**config.mk**
```make
export PLATFORM = sky130hd
export DESIGN_NAME = weighted_draw_without_replacement
export DESIGN_NICKNAME = d
export VERILOG_FILES = /design/src/wdwr_pkg.sv /design/src/wdwr_mem.sv /design/src/wdwr_mod.sv /design/src/weighted_draw_without_replacement.sv
export SDC_FILE = /design/constraint.sdc
export NUM_CORES = 1
export LEC_CHECK = 0
export BUFFER_PORTS_ARGS = -buffer_cell sky130_fd_sc_hd__buf_4
export CELL_PAD_IN_SITES_DETAIL_PLACEMENT = 1
export CELL_PAD_IN_SITES_GLOBAL_PLACEMENT = 1
export CORE_MARGIN = 10
export CORE_UTILIZATION = 45
export DETAILED_ROUTE_END_ITERATION = 16
export PLACE_DENSITY_LB_ADDON = 0.1
export SYNTH_ARGS = -nofsm -noshare
export SYNTH_HDL_FRONTEND = slang
export SYNTH_SLANG_ARGS = --single-unit
```
**constraint.sdc**
```tcl
create_clock -name clk -period 8.5 [get_ports clk]
set_input_delay 0 -clock clk [delete_from_list [all_inputs] [get_ports clk]]
set_output_delay 0 -clock clk [all_outputs]
set_load 0.01 [all_outputs]
```
**src/wdwr_pkg.sv**
```systemverilog
// Shared types and fixed field widths for the weighted draw block.
// No dependencies; used by wdwr_mod and the top level.
package wdwr_pkg;

  localparam int ACTION_W    = 2;
  localparam int INDEX_W     = 4;
  localparam int IN_VALUE_W  = 32;
  localparam int IN_WEIGHT_W = 16;
  localparam int RAND_W      = 32;
  localparam int OUT_VALUE_W = 32;
  localparam int REMAIN_W    = 5;
  localparam int COUNT_W     = 5;

  // in_tdata: entry_index, entry_value, entry_weight, rand_word (low to high)
  localparam int IN_IDX_LSB    = 0;
  localparam int IN_VAL_LSB    = IN_IDX_LSB + INDEX_W;
  localparam int IN_WGT_LSB    = IN_VAL_LSB + IN_VALUE_W;
  localparam int IN_RAND_LSB   = IN_WGT_LSB + IN_WEIGHT_W;
  localparam int IN_FIELDS_W   = IN_RAND_LSB + RAND_W;
  localparam int IN_TDATA_W    = ((IN_FIELDS_W + 7) / 8) * 8;

  // out_tdata: drawn_value, remaining (low to high)
  localparam int OUT_FIELDS_W  = OUT_VALUE_W + REMAIN_W;
  localparam int OUT_TDATA_W   = ((OUT_FIELDS_W + 7) / 8) * 8;

  typedef enum logic [ACTION_W-1:0] {
    ACT_LOAD   = 2'd0,
    ACT_REFILL = 2'd1,
    ACT_DRAW   = 2'd2
  } wdwr_action_t;

  typedef enum logic [2:0] {
    ST_IDLE,
    ST_TOTAL,
    ST_MOD,
    ST_PICK,
    ST_EMIT
  } wdwr_state_t;

endpackage

```
**src/wdwr_mem.sv**
```systemverilog
// Master table storage: value and weight arrays, one write port and one
// read port with registered read data. Depends on nothing else.
module wdwr_mem #(
  parameter int DEPTH        = 16,
  parameter int VALUE_WIDTH  = 32,
  parameter int WEIGHT_WIDTH = 16,
  parameter int IDX_W        = $clog2(DEPTH)
) (
  input  logic                    clk,
  input  logic                    wr_en,
  input  logic [IDX_W-1:0]        wr_addr,
  input  logic [VALUE_WIDTH-1:0]  wr_value,
  input  logic [WEIGHT_WIDTH-1:0] wr_weight,
  input  logic [IDX_W-1:0]        rd_addr,
  output logic [VALUE_WIDTH-1:0]  rd_value,
  output logic [WEIGHT_WIDTH-1:0] rd_weight
);

  logic [VALUE_WIDTH-1:0]  value_mem  [DEPTH];
  logic [WEIGHT_WIDTH-1:0] weight_mem [DEPTH];

  always_ff @(posedge clk) begin
    if (wr_en) begin
      value_mem[wr_addr]  <= wr_value;
      weight_mem[wr_addr] <= wr_weight;
    end
  end

  always_ff @(posedge clk) begin
    rd_value  <= value_mem[rd_addr];
    rd_weight <= weight_mem[rd_addr];
  end

endmodule

```
**src/wdwr_mod.sv**
```systemverilog
// Bit-serial remainder unit: random word modulo pool weight total,
// one dividend bit per cycle. Uses wdwr_pkg for the dividend width.
module wdwr_mod #(
  parameter int SUM_W = 20
) (
  input  logic                        clk,
  input  logic                        rst_n,
  input  logic                        start,
  input  logic [wdwr_pkg::RAND_W-1:0] dividend,
  input  logic [SUM_W-1:0]            divisor,
  output logic                        done,
  output logic [SUM_W-1:0]            rem
);

  localparam int CNT_W = $clog2(wdwr_pkg::RAND_W + 1);

  logic                        busy_r, busy_nxt;
  logic                        done_r, done_nxt;
  logic [CNT_W-1:0]            cnt_r, cnt_nxt;
  logic [SUM_W-1:0]            div_r, div_nxt;
  logic [SUM_W-1:0]            rem_r, rem_nxt;
  logic [wdwr_pkg::RAND_W-1:0] shf_r, shf_nxt;
  logic [SUM_W:0]              trial;

  // remainder stays below the divisor, so the shifted value fits in SUM_W+1
  assign trial = {rem_r, shf_r[wdwr_pkg::RAND_W-1]};

  always_comb begin
    busy_nxt = busy_r;
    done_nxt = 1'b0;
    cnt_nxt  = cnt_r;
    div_nxt  = div_r;
    rem_nxt  = rem_r;
    shf_nxt  = shf_r;
    if (start) begin
      busy_nxt = 1'b1;
      cnt_nxt  = CNT_W'(wdwr_pkg::RAND_W);
      div_nxt  = divisor;
      rem_nxt  = '0;
      shf_nxt  = dividend;
    end else if (busy_r) begin
      if (trial >= {1'b0, div_r}) begin
        rem_nxt = SUM_W'(trial - {1'b0, div_r});
      end else begin
        rem_nxt = SUM_W'(trial);
      end
      shf_nxt = shf_r << 1;
      cnt_nxt = cnt_r - CNT_W'(1);
      if (cnt_r == CNT_W'(1)) begin
        busy_nxt = 1'b0;
        done_nxt = 1'b1;
      end
    end
  end

  always_ff @(posedge clk) begin
    if (!rst_n) begin
      busy_r <= 1'b0;
      done_r <= 1'b0;
      cnt_r  <= '0;
    end else begin
      busy_r <= busy_nxt;
      done_r <= done_nxt;
      cnt_r  <= cnt_nxt;
    end
  end

  always_ff @(posedge clk) begin
    div_r <= div_nxt;
    rem_r <= rem_nxt;
    shf_r <= shf_nxt;
  end

  assign done = done_r;
  assign rem  = rem_r;

endmodule

```
**src/weighted_draw_without_replacement.sv**
```systemverilog
// Top level of the weighted draw block: control sequencer, pool mask and
// stream ports. Uses wdwr_pkg, wdwr_mem and wdwr_mod.
//
// Holds a table of DEPTH value/weight pairs and a pool of entries not yet
// drawn. Every input beat gives exactly one output beat. A load or refill
// goes from idle straight to the emit state; a draw runs one pass over the
// table memory to total the pool weight, a 32-step bit-serial remainder, and
// a second pass over the memory to find the pick, each pass bound by the
// single table read port. A draw on an empty pool also goes straight to emit.
// One item is in work at a time; the next input beat is taken as soon as the
// result sits in the output register. The user writes entry_count on the cfg
// port only while the block is idle; the block itself does not enforce it.
module weighted_draw_without_replacement #(
  parameter int DEPTH        = 16,
  parameter int VALUE_WIDTH  = 32,
  parameter int WEIGHT_WIDTH = 16
) (
  input  logic                             clk,
  input  logic                             rst_n,
  input  logic                             in_tvalid,
  output logic                             in_tready,
  // entry_index[3:0], entry_value[35:4], entry_weight[51:36], rand_word[83:52]
  input  logic [wdwr_pkg::IN_TDATA_W-1:0]  in_tdata,
  // action
  input  logic [wdwr_pkg::ACTION_W-1:0]    in_tuser,
  output logic                             out_tvalid,
  input  logic                             out_tready,
  // drawn_value[31:0], remaining[36:32]
  output logic [wdwr_pkg::OUT_TDATA_W-1:0] out_tdata,
  // found
  output logic                             out_tuser,
  input  logic                             cfg_valid,
  output logic                             cfg_ready,
  input  logic [wdwr_pkg::COUNT_W-1:0]     cfg_data
);

  localparam int IDX_W = $clog2(DEPTH);
  localparam int CNT_W = $clog2(DEPTH + 1);
  localparam int SUM_W = WEIGHT_WIDTH + CNT_W;
  localparam logic [IDX_W-1:0] LAST_IDX = IDX_W'(DEPTH - 1);

  wdwr_pkg::wdwr_state_t  state_r, state_nxt;
  wdwr_pkg::wdwr_action_t in_action;

  logic                             in_fire, out_free;
  logic [wdwr_pkg::COUNT_W-1:0]     count_r;
  logic [DEPTH-1:0]                 pool_mask_r, pool_mask_nxt, fill_mask;
  logic [CNT_W-1:0]                 pool_cnt_r, pool_cnt_nxt, fill_n;
  logic [wdwr_pkg::RAND_W-1:0]      rand_r, rand_nxt;
  logic [IDX_W-1:0]                 addr_r, addr_nxt;
  logic                             issuing_r, issuing_nxt;
  logic                             rd_vld_r, rd_vld_nxt;
  logic [IDX_W-1:0]                 rd_idx_r, rd_idx_nxt;
  logic [SUM_W-1:0]                 acc_r, acc_nxt, acc_add, acc_eff;
  logic [SUM_W-1:0]                 target_r, target_nxt;
  logic                             res_found_r, res_found_nxt;
  logic [wdwr_pkg::OUT_VALUE_W-1:0] res_value_r, res_value_nxt;
  logic                             out_valid_r, out_valid_nxt;
  logic [wdwr_pkg::OUT_TDATA_W-1:0] out_data_r, out_data_nxt;
  logic                             out_found_r, out_found_nxt;

  logic                    hit_in_pool, scan_last, pick_hit;
  logic                    mem_we, mod_start, mod_done;
  logic [IDX_W-1:0]        mem_waddr;
  logic [VALUE_WIDTH-1:0]  rd_value;
  logic [WEIGHT_WIDTH-1:0] rd_weight;
  logic [SUM_W-1:0]        mod_rem;

  assign in_action = wdwr_pkg::wdwr_action_t'(in_tuser);
  assign in_tready = (state_r == wdwr_pkg::ST_IDLE);
  assign in_fire   = in_tvalid && in_tready;
  assign out_free  = !out_valid_r || out_tready;
  assign cfg_ready = 1'b1;

  always_ff @(posedge clk) begin
    if (!rst_n) begin
      count_r <= wdwr_pkg::COUNT_W'(16);
    end else if (cfg_valid) begin
      count_r <= cfg_data;
    end
  end

  // refill size saturates at the table depth
  always_comb begin
    if (32'(count_r) > DEPTH) begin
      fill_n = CNT_W'(DEPTH);
    end else begin
      fill_n = CNT_W'(count_r);
    end
    for (int i = 0; i < DEPTH; i++) begin
      fill_mask[i] = (32'(i) < 32'(fill_n));
    end
  end

  assign mem_waddr = IDX_W'(in_tdata[wdwr_pkg::IN_IDX_LSB +: wdwr_pkg::INDEX_W]);

  wdwr_mem #(
    .DEPTH       (DEPTH),
    .VALUE_WIDTH (VALUE_WIDTH),
    .WEIGHT_WIDTH(WEIGHT_WIDTH),
    .IDX_W       (IDX_W)
  ) u_mem (
    .clk      (clk),
    .wr_en    (mem_we),
    .wr_addr  (mem_waddr),
    .wr_value (VALUE_WIDTH'(in_tdata[wdwr_pkg::IN_VAL_LSB +: wdwr_pkg::IN_VALUE_W])),
    .wr_weight(WEIGHT_WIDTH'(in_tdata[wdwr_pkg::IN_WGT_LSB +: wdwr_pkg::IN_WEIGHT_W])),
    .rd_addr  (addr_r),
    .rd_value (rd_value),
    .rd_weight(rd_weight)
  );

  // scan data arrives in the cycle after its address; rd_idx_r tags it
  assign hit_in_pool = rd_vld_r && pool_mask_r[rd_idx_r];
  assign acc_add     = acc_r + SUM_W'(rd_weight);
  assign acc_eff     = hit_in_pool ? acc_add : acc_r;
  assign scan_last   = rd_vld_r && (rd_idx_r == LAST_IDX);
  assign pick_hit    = hit_in_pool && (acc_add > target_r);

  wdwr_mod #(
    .SUM_W(SUM_W)
  ) u_mod (
    .clk     (clk),
    .rst_n   (rst_n),
    .start   (mod_start),
    .dividend(rand_r),
    .divisor (acc_eff),
    .done    (mod_done),
    .rem     (mod_rem)
  );

  always_comb begin
    state_nxt = state_r;
    unique case (state_r)
      wdwr_pkg::ST_IDLE: begin
        if (in_fire) begin
          if (in_action == wdwr_pkg::ACT_DRAW && pool_cnt_r != '0) begin
            state_nxt = wdwr_pkg::ST_TOTAL;
          end else begin
            state_nxt = wdwr_pkg::ST_EMIT;
          end
        end
      end
      wdwr_pkg::ST_TOTAL: begin
        if (scan_last) begin
          state_nxt = (acc_eff == '0) ? wdwr_pkg::ST_EMIT : wdwr_pkg::ST_MOD;
        end
      end
      wdwr_pkg::ST_MOD: begin
        if (mod_done) begin
          state_nxt = wdwr_pkg::ST_PICK;
        end
      end
      wdwr_pkg::ST_PICK: begin
        if (pick_hit || scan_last) begin
          state_nxt = wdwr_pkg::ST_EMIT;
        end
      end
      wdwr_pkg::ST_EMIT: begin
        if (out_free) begin
          state_nxt = wdwr_pkg::ST_IDLE;
        end
      end
      default: state_nxt = wdwr_pkg::ST_IDLE;
    endcase
  end

  always_comb begin
    pool_mask_nxt = pool_mask_r;
    pool_cnt_nxt  = pool_cnt_r;
    rand_nxt      = rand_r;
    addr_nxt      = addr_r;
    issuing_nxt   = issuing_r;
    rd_vld_nxt    = 1'b0;
    rd_idx_nxt    = addr_r;
    acc_nxt       = acc_r;
    target_nxt    = target_r;
    res_found_nxt = res_found_r;
    res_value_nxt = res_value_r;
    out_valid_nxt = out_valid_r && !out_tready;
    out_data_nxt  = out_data_r;
    out_found_nxt = out_found_r;
    mem_we        = 1'b0;
    mod_start     = 1'b0;

    // table read pointer, shared by both passes
    if (state_r == wdwr_pkg::ST_TOTAL || state_r == wdwr_pkg::ST_PICK) begin
      rd_vld_nxt = issuing_r;
      if (issuing_r) begin
        addr_nxt = addr_r + IDX_W'(1);
        if (addr_r == LAST_IDX) begin
          issuing_nxt = 1'b0;
        end
      end
    end

    unique case (state_r)
      wdwr_pkg::ST_IDLE: begin
        if (in_fire) begin
          res_found_nxt = 1'b0;
          res_value_nxt = '0;
          rand_nxt      = in_tdata[wdwr_pkg::IN_RAND_LSB +: wdwr_pkg::RAND_W];
          unique case (in_action)
            wdwr_pkg::ACT_LOAD: begin
              mem_we = (32'(in_tdata[wdwr_pkg::IN_IDX_LSB +: wdwr_pkg::INDEX_W]) < DEPTH);
            end
            wdwr_pkg::ACT_REFILL: begin
              pool_mask_nxt = fill_mask;
              pool_cnt_nxt  = fill_n;
            end
            wdwr_pkg::ACT_DRAW: begin
              addr_nxt    = '0;
              issuing_nxt = (pool_cnt_r != '0);
              acc_nxt     = '0;
            end
            default: ;
          endcase
        end
      end
      wdwr_pkg::ST_TOTAL: begin
        acc_nxt   = acc_eff;
        mod_start = scan_last && (acc_eff != '0);
      end
      wdwr_pkg::ST_MOD: begin
        if (mod_done) begin
          target_nxt  = mod_rem;
          acc_nxt     = '0;
          addr_nxt    = '0;
          issuing_nxt = 1'b1;
        end
      end
      wdwr_pkg::ST_PICK: begin
        acc_nxt = acc_eff;
        if (pick_hit) begin
          res_found_nxt           = 1'b1;
          res_value_nxt           = wdwr_pkg::OUT_VALUE_W'(rd_value);
          pool_mask_nxt[rd_idx_r] = 1'b0;
          pool_cnt_nxt            = pool_cnt_r - CNT_W'(1);
          issuing_nxt             = 1'b0;
        end
      end
      wdwr_pkg::ST_EMIT: begin
        if (out_free) begin
          out_valid_nxt = 1'b1;
          out_found_nxt = res_found_r;
          out_data_nxt  = wdwr_pkg::OUT_TDATA_W'({wdwr_pkg::REMAIN_W'(pool_cnt_r),
                                                  res_value_r});
        end
      end
      default: ;
    endcase
  end

  always_ff @(posedge clk) begin
    if (!rst_n) begin
      state_r     <= wdwr_pkg::ST_IDLE;
      pool_mask_r <= '0;
      pool_cnt_r  <= '0;
      issuing_r   <= 1'b0;
      rd_vld_r    <= 1'b0;
      out_valid_r <= 1'b0;
    end else begin
      state_r     <= state_nxt;
      pool_mask_r <= pool_mask_nxt;
      pool_cnt_r  <= pool_cnt_nxt;
      issuing_r   <= issuing_nxt;
      rd_vld_r    <= rd_vld_nxt;
      out_valid_r <= out_valid_nxt;
    end
  end

  always_ff @(posedge clk) begin
    rand_r      <= rand_nxt;
    addr_r      <= addr_nxt;
    rd_idx_r    <= rd_idx_nxt;
    acc_r       <= acc_nxt;
    target_r    <= target_nxt;
    res_found_r <= res_found_nxt;
    res_value_r <= res_value_nxt;
    out_data_r  <= out_data_nxt;
    out_found_r <= out_found_nxt;
  end

  assign out_tvalid = out_valid_r;
  assign out_tdata  = out_data_r;
  assign out_tuser  = out_found_r;

  // pool size counter tracks the mask
  a_pool_count: assert property (@(posedge clk) disable iff (!rst_n)
    $countones(pool_mask_r) == int'(pool_cnt_r))
    else $error("pool count out of step with pool mask");

  // remainder result only lands while the sequencer waits for it
  a_mod_done_state: assert property (@(posedge clk) disable iff (!rst_n)
    mod_done |-> (state_r == wdwr_pkg::ST_MOD))
    else $error("remainder done outside of modulo state");

  // no table pass is left running once the block is back to idle
  a_scan_stopped: assert property (@(posedge clk) disable iff (!rst_n)
    (state_r == wdwr_pkg::ST_IDLE) |-> !issuing_r)
    else $error("table scan still issuing in idle");

endmodule
```
# Word level (Yosys, flattened, before mapping)
# Memories as Yosys holds them, arrays and structs flattened. A register that Yosys moved wholly into a read port is not among the register bits.
# Index checks and enable logic that the tools add are counted.
[word_totals]
ramBits = 768
mem_count = 2
regBits = 267
inputBits = 100
output_inout_bits = 44
[memory_table]
columns = ["name", "depth", "width", "read_ports", "rd_clocked_by_memory_dff", "write_ports", "line", "rtl"]
rows = [
  ["u_mem.value_mem", 16, 32, 1, 1, 1, "wdwr_mem.sv:19", "logic [VALUE_WIDTH-1:0] value_mem [DEPTH];"],
  ["u_mem.weight_mem", 16, 16, 1, 1, 1, "wdwr_mem.sv:20", "logic [WEIGHT_WIDTH-1:0] weight_mem [DEPTH];"],
]
[op_classes]
n_eq_ne = 17
add_sub_neg = 5
muxes = 63
n_bitwise = 4
reduce_logical = 32
order_cmp = 21
[op_table]
columns = ["cell", "n"]
rows = [
  ["32-bit 2-to-1 mux", 4],
  ["21-bit 2-to-1 mux", 5],
  ["32-bit one-hot mux with 2 select lines", 1],
  ["21-bit one-hot mux with 3 select lines", 1],
  ["16-bit 2-to-1 mux", 3],
  ["4-bit by 5-bit less-than comparator with 1-bit output (first input constant)", 8],
  ["16-bit one-hot mux with 2 select lines", 1],
  ["1-bit 2-to-1 mux", 23],
  ["22-bit by 21-bit greater-or-equal comparator with 1-bit output", 1],
  ["21-bit by 16-bit adder with 21-bit output", 1],
  ["21-bit > comparator", 1],
  ["21-bit logical NOT", 1],
  ["3-bit 2-to-1 mux", 7],
  ["21-bit nonzero test", 1],
  ["21-bit subtractor", 1],
  ["3-bit by 5-bit less-than comparator with 1-bit output (first input constant)", 4],
  ["4-bit 2-to-1 mux", 5],
  ["5-bit 2-to-1 mux", 4],
  ["16-bit AND", 1],
  ["16-bit NOT", 1],
  ["3-bit one-hot mux with 5 select lines", 1],
  ["6-bit 2-to-1 mux", 2],
  ["1-bit by 5-bit less-than comparator with 1-bit output (first input constant)", 2],
  ["2-bit by 5-bit less-than comparator with 1-bit output (first input constant)", 2],
  ["36 further kinds", 61],
]

# Longest topological paths before layout
[logic_depth]
depth_word = 8
ltp_mapped = 19
ltp_nobuf = 18

# Hierarchy
# From an unflattened synthesis, not the netlist that was laid out.
[unflattened]
cells_unflattened = 2397
area_unflattened_um2 = 42914.9
[by_module_without_submodules]
columns = ["mod", "instances", "area_per_inst_um2", "cells_each"]
rows = [
  ["wdwr_mem", 1, 29694.7, 1242],
  ["weighted_draw_without_replacement", 1, 8878.5, 760],
  ["wdwr_mod", 1, 4341.7, 395],
]

# Worst setup path before layout
# Ideal clock, no wire load.
[synth_timing]
path_kind = "flip-flop to flip-flop"
startpoint = "register state_r[2]"
endpoint = "memory u_mem.value_mem[0][0] (enable)"
setup_time_ps = 513
path_buffers = 1
slack_ps = 3049
stages_incl_launch_ff = 6
period_less_slack_ps = 5451
arrival_time_ps = 4938
required_time_ps = 7987
cell_sequence = "dfxtp_1 -> clkbuf_1 -> or3_1 -> nor3_1 -> or3b_2 -> nor3_1"
[synth_via]
elab_chain_len = 6
[synth_rtl]
columns = ["element", "line", "rtl"]
rows = [
  ["from (decl)", "weighted_draw_without_replacement.sv:42", "wdwr_pkg::wdwr_state_t state_r, state_nxt;"],
  ["from (signal assigned)", "weighted_draw_without_replacement.sv:256", "state_r <= wdwr_pkg::ST_IDLE;"],
  ["from (signal assigned)", "weighted_draw_without_replacement.sv:263", "state_r <= state_nxt;"],
  ["3-bit logical NOT *", "weighted_draw_without_replacement.sv:70, weighted_draw_without_replacement.sv:197", ""],
  ["1-bit logical AND", "weighted_draw_without_replacement.sv:71", "assign in_fire = in_tvalid && in_tready;"],
  ["1-bit 2-to-1 mux", "weighted_draw_without_replacement.sv:199", "if (in_fire) begin"],
  ["1-bit 2-to-1 mux *", "weighted_draw_without_replacement.sv:197", "unique case (state_r)"],
  ["1-bit 2-to-1 mux *", "wdwr_mem.sv:23", "if (wr_en) begin"],
  ["1-bit 2-to-1 mux (not written as such) *", "wdwr_mem.sv:24", "value_mem[wr_addr] <= wr_value;"],
  ["to (decl)", "wdwr_mem.sv:19", ""],
]
# Mark *: on every way between the ends. The rest lies on a longest branch, timed or not.

# Final worst setup path
[layout_timing]
startpoint = "register acc_r[0]"
endpoint = "register pool_mask_r[15]"
[layout_via]
elab_chain_len = 5
[layout_rtl]
columns = ["element", "line", "rtl"]
rows = [
  ["from (decl)", "weighted_draw_without_replacement.sv:54", "logic [SUM_W-1:0] acc_r, acc_nxt, acc_add, acc_eff;"],
  ["from (signal assigned)", "weighted_draw_without_replacement.sv:276", "acc_r <= acc_nxt;"],
  ["21-bit by 16-bit adder with 21-bit output", "weighted_draw_without_replacement.sv:115", "assign acc_add = acc_r + SUM_W'(rd_weight);"],
  ["21-bit > comparator", "weighted_draw_without_replacement.sv:118", "assign pick_hit = hit_in_pool && (acc_add > target_r);"],
  ["1-bit logical AND", "weighted_draw_without_replacement.sv:118", ""],
  ["2-bit != test (no line)", "--", ""],
  ["4-bit AND reduction (no line)", "--", ""],
  ["to (signal assigned)", "weighted_draw_without_replacement.sv:264", "pool_mask_r <= pool_mask_nxt;"],
  ["to (decl)", "weighted_draw_without_replacement.sv:47", "logic [DEPTH-1:0] pool_mask_r, pool_mask_nxt, fill_mask;"],
]
# Every way passes these cells.
# A chain may end at the register's enable or synchronous reset.

==> results.txt <==
Largest net degree at the start of global routing: 156
First-pass GRT wire length: 156 mm
Gate Count Post-Synth: 2283
Residual DRC count: 0
Power density over cell area: 220 mW/mm²
Post-Route Skew: 0.0254 ns
Vias/cell: 5.65
Die Y-Extent: 329 µm
Core Box Area: 0.0949 mm²
Total negative slack: 0 ns
Met2 Wirelength: 53.3 mm
Pins over their slew limit: 0
Highest attainable clock frequency: 185 MHz
Synth unique cells: 74
Required @ worst endpoint: 9.06 ns
Starting density of the core: 45.3%
Post-Route WL: 104 mm
Met1 wire length: 44.2 mm
IO Port Bufs: 135
Number of standard cells in the final layout excluding fillers: 3917
Post-synthesis sequential element count: 1083
Proportion of netlist area held by the largest area contributor: 67.4%
Proportion of synthesized chip area in sequential cells: 72.9%
Biggest area contributors in the synthesized netlist: edfxtp_1 (67%), mux4_2 (13%), dfxtp_1 (5.4%)
Post-synth design cell area: 0.0430 mm²
Horizontal die dimension: 329 µm
Filler cell count in the final layout: 8506
Critical Path End Type: flop
Result of the run: completed
Antenna violations before repair: 4
Total number of H-tree levels: 3
Via Count: 22100
Slack of the worst reg-to-reg path: 3.10 ns
Per-instance average area after synthesis: 18.8 µm²
Number of hold-slack violations in the final timing report: 0
Final critical-path share of the clock period: 63.5%
Iteration-0 DRC Markers: 1796
Slew at the pin closest to its max-slew limit: 1.13 ns
Kind of critical path: flop to flop
Final setup viols: 0
Floorplan row count: 113
Die outline area: 0.108 mm²
Worst vdd rail ir drop: 0.000194 V
Ratio of cells with drive above 1 in the final layout: 25.2%
Count of pins on the block boundary: 144
Detail Placement HPWL: 56.3 mm
Setup repair bufs after CTS: 0
Final estimated routing congestion in global placement: 0.794
TritonCTS clock tree: yes
Crit path launch type: flop
Tightest slew margin relative to the limit: 24.9%
Met3 wire length: 4.27 mm
Wire per inst: 26.5 µm
Clock buffer depth: 3
GR Util All Layers: 19.1%
Clock slew at reported path FFs: 0.06 ns
First-pass iteration count of the detailed router: 7
Max-cap violation count: 0
Total overflow reported by the global router: 0
ANT nets after route: 0
Worst hold path type: input port to flop
Layout net count: 2727
Clock Latency Late Sink: 0.69 ns
Setup repair after global routing missed its margin: no
Time the worst path needs with I/O delays and setup: 5.40 ns
Dominant synthesized flop cell: edfxtp_1
Number of global-route vias before repair: 24000
Sinks on Clock Net: 1083
Synth-to-Final Area Change: 16.8%
N_diodes: 0
Worst-path fanout max: 24
Number of synthesized flops with an enable pin: 966
Overall power: 11.1 mW
Post-synth top area cell: edfxtp_1
Root Buffer Master: clkbuf_16
Top routing layer in use: met5
Critical Path AT: 5.96 ns
Synthesis Warnings: 0
Async S/R FF share, synth: 0%
TritonCTS Buffers: 111
Static leakage: 16.4 nW
Number of placed instances, taps included: 3611
[report_power, final]
group | leakage, nW | internal [mW] | total, mW | switching, mW
clock | 1.77 | 2.79 | 4.79 | 2.01
combinational | 4.96 | 0.160 | 0.374 | 0.214
sequential | 9.67 | 5.85 | 5.89 | 0.0315
[cells in the mapped netlist (4+ instances only)]
library cell,instances
nand4_1,12
nor2b_1,21
nand3b_1,5
o21a_1,13
and2_1,24
ha_1,62
o211ai_1,18
or3_1,7
nor4_1,8
xnor2_1,20
nor3_1,27
a21o_1,19
o31a_1,4
o41ai_1,5
a21oi_1,58
nor2_1,102
dfxtp_1,117
a211oi_1,33
buf_2,7
and3_1,41
buf_4,5
inv_1,60
and4_1,4
edfxtp_1,966
o21ai_0,56
o21bai_1,4
mux4_2,242
mux2_2,17
nand2b_1,15
buf_1,15
a31oi_1,15
mux2_4,27
mux2i_1,17
nand2_1,59
nand3_1,18
clkbuf_1,84
xor2_1,21
[flip-flops by register name (all words and copies together), names as in the netlist, 3 cells and up]
register,flops
out_tdata,37
u_mod.div_r,21
res_value_r,32
u_mod.cnt_r,6
u_mem.value_mem,512
u_mem.weight_mem,256
rd_idx_r,4
u_mem.rd_value,32
addr_r,4
pool_cnt_r,5
state_r,3
u_mem.rd_weight,16
acc_r,21
u_mod.shf_r,32
count_r,5
u_mod.rem,21
pool_mask_r,16
target_r,21
rand_r,32
[metal layers]
layer  vias up  GRT usage (%)
met2       466           33.4
li1       9762              -
met4         6           4.66
met5         -              0
met3       126           2.54
met1     11800           25.2
[layout by cell type, fill, tap and decap left out, types with 24 or more instances in the layout]
| cell type | n |
|---|---|
| edfxtp_1 | 966 |
| mux2_4 | 27 |
| a21oi_1 | 57 |
| nor2_1 | 90 |
| ha_1 | 62 |
| clkbuf_16 | 114 |
| dfxtp_1 | 112 |
| clkinv_2 | 25 |
| and3_1 | 41 |
| and2_1 | 24 |
| o21ai_0 | 56 |
| nand2_1 | 58 |
| inv_1 | 60 |
| buf_4 | 173 |
| mux4_2 | 242 |
| a211oi_1 | 33 |
| dlygate4sd3_1 | 104 |
[critical path: stages, from the launching register on]
cell	delay (ns)
edfxtp_1	0.40
ha_1	0.23
inv_1	0.07
fa_1	0.40
nand2b_1	0.20
a21o_1	0.19
a31oi_1	0.35
o2111ai_1	0.33
nand2_1	0.25
nand3_1	0.12
xnor2_1	0.16
ha_1	0.30
nand4_1	0.17
nor4_1	0.39
o21ai_0	0.16
a31oi_1	0.23
buf_4	0.20
a21oi_1	0.07
buf_4	0.23
a21oi_1	0.14
o32ai_1	0.10
dlygate4sd3_1	0.59
[logic make-up after synthesis]
family / Yosys count / synth area share (%)
other: 2 / 0.0175
and+or+nand+nor: 352 / 4.16
muxes: 305 / 14.5
AOI/OAI and AO/OA: 262 / 4.05
adders and majority gates: 64 / 1.90
xor gates and xnor gates: 41 / 0.835
DFF: 1083 / 72.9
buffers and inverters: 174 / 1.63
[area by class of cell]
class,instances,area (µm²),share of cell area [%]
flip-flops and latches,1083,31400,62.4
repair buffers,279,2380,4.73
multi-input cells,1028,11100,22.1
clock buffers,147,3090,6.14
well taps,1265,1580,3.15
clock inverters,55,509,1.01
inverters,60,225,0.448
[through the flow]
step	setup WS, ns	instance area (µm²)	hold WS, ns	utilization [%]
after floorplan	3.05	43000	0.0989	-
after global placement	3.29	45600	0.179	48.1
after detailed placement	3.21	45600	0.179	48.1
after CTS	3.10	50300	0.00261	53.0
after global routing	2.57	50300	0.0248	53.0
final	3.10	50300	0.0564	53.0
[worst paths after layout]
path / from / endpoint / depth (start not counted)
max: acc_r[0] / pool_mask_r[15] / 21
min reg2reg: res_value_r[20] / out_tdata[20] / 0
min: in_tdata[53] / rand_r[1] / 2
max reg2reg: acc_r[0] / pool_mask_r[15] / 21
[repair_timing]
| action | CTS | global route |
|---|---|---|
| endpoints found under the setup margin | 0 | 0 |
| resized for setup | 0 | 0 |
| hold endpoints to repair | 872 | 0 |
| hold buffers | 104 | 0 |
No activity file was read; power rests on OpenSTA's default activity.
